## src/rtl/cpu0_ram.sv

```systemverilog
// Generic single-write, single-read RAM with registered read data.
`timescale 1ns / 1ps
module cpu0_ram #(
  parameter int unsigned WIDTH = 8,
  parameter int unsigned DEPTH = 256
) (
  input  logic                     clk,
  input  logic                     we,
  input  logic [$clog2(DEPTH)-1:0] waddr,
  input  logic [WIDTH-1:0]         wdata,
  input  logic [$clog2(DEPTH)-1:0] raddr,
  output logic [WIDTH-1:0]         rdata
);

  logic [WIDTH-1:0] mem [DEPTH];

  // Write port and registered read port
  always_ff @(posedge clk) begin
    if (we) begin
      mem[waddr] <= wdata;
    end
    rdata <= mem[raddr];
  end

endmodule

```

## config.mk

```make
export PLATFORM = sky130hd
export DESIGN_NAME = cpu0_ram
export DESIGN_NICKNAME = d
export VERILOG_FILES = /design/src/rtl/cpu0_ram.sv
export SDC_FILE = /design/constraint.sdc
export NUM_CORES = 2
export LEC_CHECK = 0
export ABC_CLOCK_PERIOD_IN_PS = 4200
export BUFFER_PORTS_ARGS = -buffer_cell sky130_fd_sc_hd__buf_2
export CORE_UTILIZATION = 56
export CTS_CLUSTER_DIAMETER = 120
export CTS_CLUSTER_SIZE = 8
export DETAILED_ROUTE_END_ITERATION = 10
export PLACE_DENSITY = 0.72
export SLEW_MARGIN = 20
export SYNTH_ARGS = -nofsm -noshare
export SYNTH_HDL_FRONTEND = slang
export SYNTH_SLANG_ARGS = --single-unit
```

## constraint.sdc

```tcl
create_clock -name clk -period 4.2 [get_ports clk]
set_input_delay 0.84 -clock clk [delete_from_list [all_inputs] [get_ports clk]]
set_output_delay 0.84 -clock clk [all_outputs]
set_load 0.1 [all_outputs]
```

==> results.sh <==
export IMPL_max_freq_ghz=0.327
export IMPL_synth_adder_area_share_pct=0
export IMPL_synthSimpleGateAreaFrac_pct=2.63
export IMPL_irDropWorstVdd_mv=0.460
export IMPL_fin_crit_ps=3060
export IMPL_min_path_cells=1
export IMPL_drt_wirelength_per_cell_um=32.9
export IMPL_ys_flop_type="edfxtp_1"
export IMPL_synth_edf_count=2048
export IMPL_start_util_pct=56.7
export IMPL_dieArea_um2=144000
export IMPL_ant_nets=0
export IMPL_cts_tree="yes"
export IMPL_synth_cell_types=55
export IMPL_synthCells=3733
export IMPL_drv_slew=0
export IMPL_htreeDepth=5
export IMPL_cts_sinks=2056
export IMPL_layout_nets=4092
export IMPL_ys_warn_count=0
export IMPL_worst_pin_slew_ps=1150
export IMPL_dr_pass1_iters=6
export IMPL_path_max_fanout=23
export IMPL_syn_area_um2=79600
export IMPL_grtUsageTotal_pct=27.9
export IMPL_final_cells=5972
export IMPL_whs_endpoint="mem[84][0]"
export IMPL_cap_violations=0
export IMPL_p_leak_nw=28.6
export IMPL_reg2reg_slack_ps=1470
export IMPL_core_region_area_um2=140000
export IMPL_drt_iter0_markers=5382
export IMPL_synthXorXnorAreaFrac_pct=0
export IMPL_synth_compound_area_share_pct=3.42
export IMPL_met1_usage_pct=39.4
export IMPL_io_buffer_count=33
export IMPL_row_count=137
export IMPL_hold_violations=0
export IMPL_slew_headroom_pct=23.1
export IMPL_ys_seq_area_share_pct=77.5
export IMPL_fin_area_um2=90800
export IMPL_root_buffer="clkbuf_16"
export IMPL_async_reset_ff_share_pct=0
export IMPL_fp_dieW_um=379
export IMPL_cts_hold_buffers=0
export IMPL_first_global_vias=40400
export IMPL_fin_setup_tns_ps=0
export IMPL_min_path_type="primary input to register"
export IMPL_wl_um=196000
export IMPL_dp_cells=5634
export IMPL_final_setup_viol_count=0
export IMPL_synthMuxAreaShare_pct=14.6
export IMPL_grt_setup_unrepaired="false"
export IMPL_layout_drive_gt1_share_pct=25.6
export IMPL_rr_startpoint="mem[83][3]"
export IMPL_grt_first_pass_wirelength_um=283000
export IMPL_insertion_delay_ps=900
export IMPL_die_y_um=379
export IMPL_clock_skew_ps=56.8
export IMPL_clkTransAtPathRegs_ps=50
export IMPL_grt_overflow=0
export IMPL_drc_errors=0
export IMPL_cts_buffer_depth=4
export IMPL_placed_area_um2=82800
export IMPL_antenna_found_initial=12
export IMPL_cts_resized=0
export IMPL_grt_max_degree=141
export IMPL_reg2reg_to="rdata[3]"
export IMPL_routabilityCongestion=0.878
export IMPL_area_growth_pct=14.1
export IMPL_syn_area_per_cell_um2=21.3
export IMPL_p_per_area_nw_per_um2=505
export IMPL_critical_path_class="primary input to register"
export IMPL_met2_usage_pct=42.8
export IMPL_hp_start="wdata[0]"
export IMPL_status="complete, no violations"
export IMPL_critPathRequiredTime_ps=4950
export IMPL_top_usage_layer="met2"
export IMPL_period_share_pct=72.9
export IMPL_cts_buffers=306
export IMPL_r2r_cells=6
export IMPL_io_pins=34
export IMPL_synth_top_family_by_area="multiplexers"
export IMPL_ys_seq_elements=2056
export IMPL_cts_setup_buffers=0
export IMPL_syn_nets=3759
export IMPL_grtUsageMet3_pct=6.39
export IMPL_crit_arrival_ps=3810
export IMPL_dp_hpwl_um=119000
export IMPL_viasPerCell=6.76
export IMPL_critPathLaunchType="primary input"
export IMPL_endpoint_kind="register"
export IMPL_vias=40400
-- layout make-up --
cell class	count	area, um^2
Inverter	2	7.51
Tap cell	1876	2350
Sequential cell	2056	61700
Clock inverter	6	60.1
Antenna cell	4	10.0
Fill cell	9037	49400
Multi-Input combinational cell	1442	16500
Timing Repair Buffer	258	2340
Clock buffer	328	7870
-- Yosys cell counts (all sizes together), types with 4 or more instances --
cell | n | area, um^2
buf | 122 | 1030
nand2 | 33 | 124
nand2b | 8 | 50.1
nand4 | 10 | 62.6
a22oi | 133 | 998
nor4 | 27 | 188
a21oi | 96 | 480
edfxtp | 2048 | 61500
dfxtp | 8 | 160
o32ai | 5 | 51.3
o22a | 5 | 43.8
nor2 | 282 | 1060
o221ai | 47 | 418
or2 | 4 | 25.0
a211oi | 16 | 120
mux2i | 134 | 1340
a2111oi | 5 | 52.6
o22ai | 28 | 175
nand3 | 34 | 170
nor2b | 31 | 194
o211ai | 10 | 75.1
a221oi | 14 | 129
a22o | 8 | 70.1
clkbuf | 111 | 417
nor3 | 22 | 110
o21ai | 12 | 60.1
and2 | 6 | 37.5
mux4 | 456 | 10300
-- stage by stage --
| step | setup slack [ps] | power [mW] | util, % | hold WS (ps) |
|---|---|---|---|---|
| finish | 1140 | 45.8 | 64.7 | 376 |
| global route | 1050 | 46.9 | 64.7 | 362 |
| CTS | 1130 | 46.0 | 64.7 | 347 |
| detailed placement | 181 | 25.3 | 59.1 | 1110 |
| global placement | 199 | 25.2 | 59.1 | 1090 |
| floorplan | 1420 | 24.3 | - | 770 |
-- power by group --
group,switching (mW),internal [mW],total [mW]
Combinational,1.44,0.748,2.19
Sequential,0.0483,22.7,22.7
Clock,7.95,13.0,20.9
Total,9.44,36.4,45.8
-- sequential cells by signal, indices dropped and copies added, names as in the netlist --
register,count
rdata,8
mem,2048
-- worst max-delay path by stage --
stage | from | to | slack, ps | cells after the start
after floorplan | raddr[0] | rdata[2] | 1420 | 9
after global placement | raddr[0] | rdata[2] | 200 | 9
after detailed placement | raddr[0] | rdata[2] | 180 | 9
after CTS | raddr[0] | rdata[2] | 1130 | 9
after global routing | raddr[0] | rdata[2] | 1050 | 9
final | raddr[0] | rdata[2] | 1140 | 9
-- per-layer routing --
layer | wire length, um | part of all wire, %
met1 | 74100 | 38
met2 | 93600 | 48
met3 | 21600 | 11
met4 | 7000 | 3.6
met5 | 64 | 0.033
-- placed cells by master (no fill, tap or decap), types with 10 or more instances in the layout --
cell type	n
clkbuf_1	16
nor3_1	22
nor2b_1	28
mux2i_1	134
nand2_1	33
buf_12	31
o221ai_1	46
a21oi_1	96
o21ai_0	10
nor4_1	24
buf_4	195
a22oi_1	133
o22ai_1	28
nand3_1	34
o211ai_1	10
nor2_1	279
clkbuf_16	312
edfxtp_1	2048
mux4_2	454
buf_2	22
a221oi_1	13
a211oi_1	16
nand4_1	10
-- logic make-up after synthesis --
| kind of cell | after synthesis |
|---|---|
| muxes | 591 |
| buffers and inverters | 235 |
| and+or+nand+nor | 466 |
| AOI/OAI and AO/OA | 385 |
| DFF | 2056 |
-- worst max-delay path, cell delays in order --
cell       delay, ps
buf_8            300
buf_12           250
buf_4            310
mux4_2           560
mux4_2           470
nor2_1           130
a2111oi_0        100
nor3_1           680
nor4_2           110
Power figures use the tool's default switching activity.
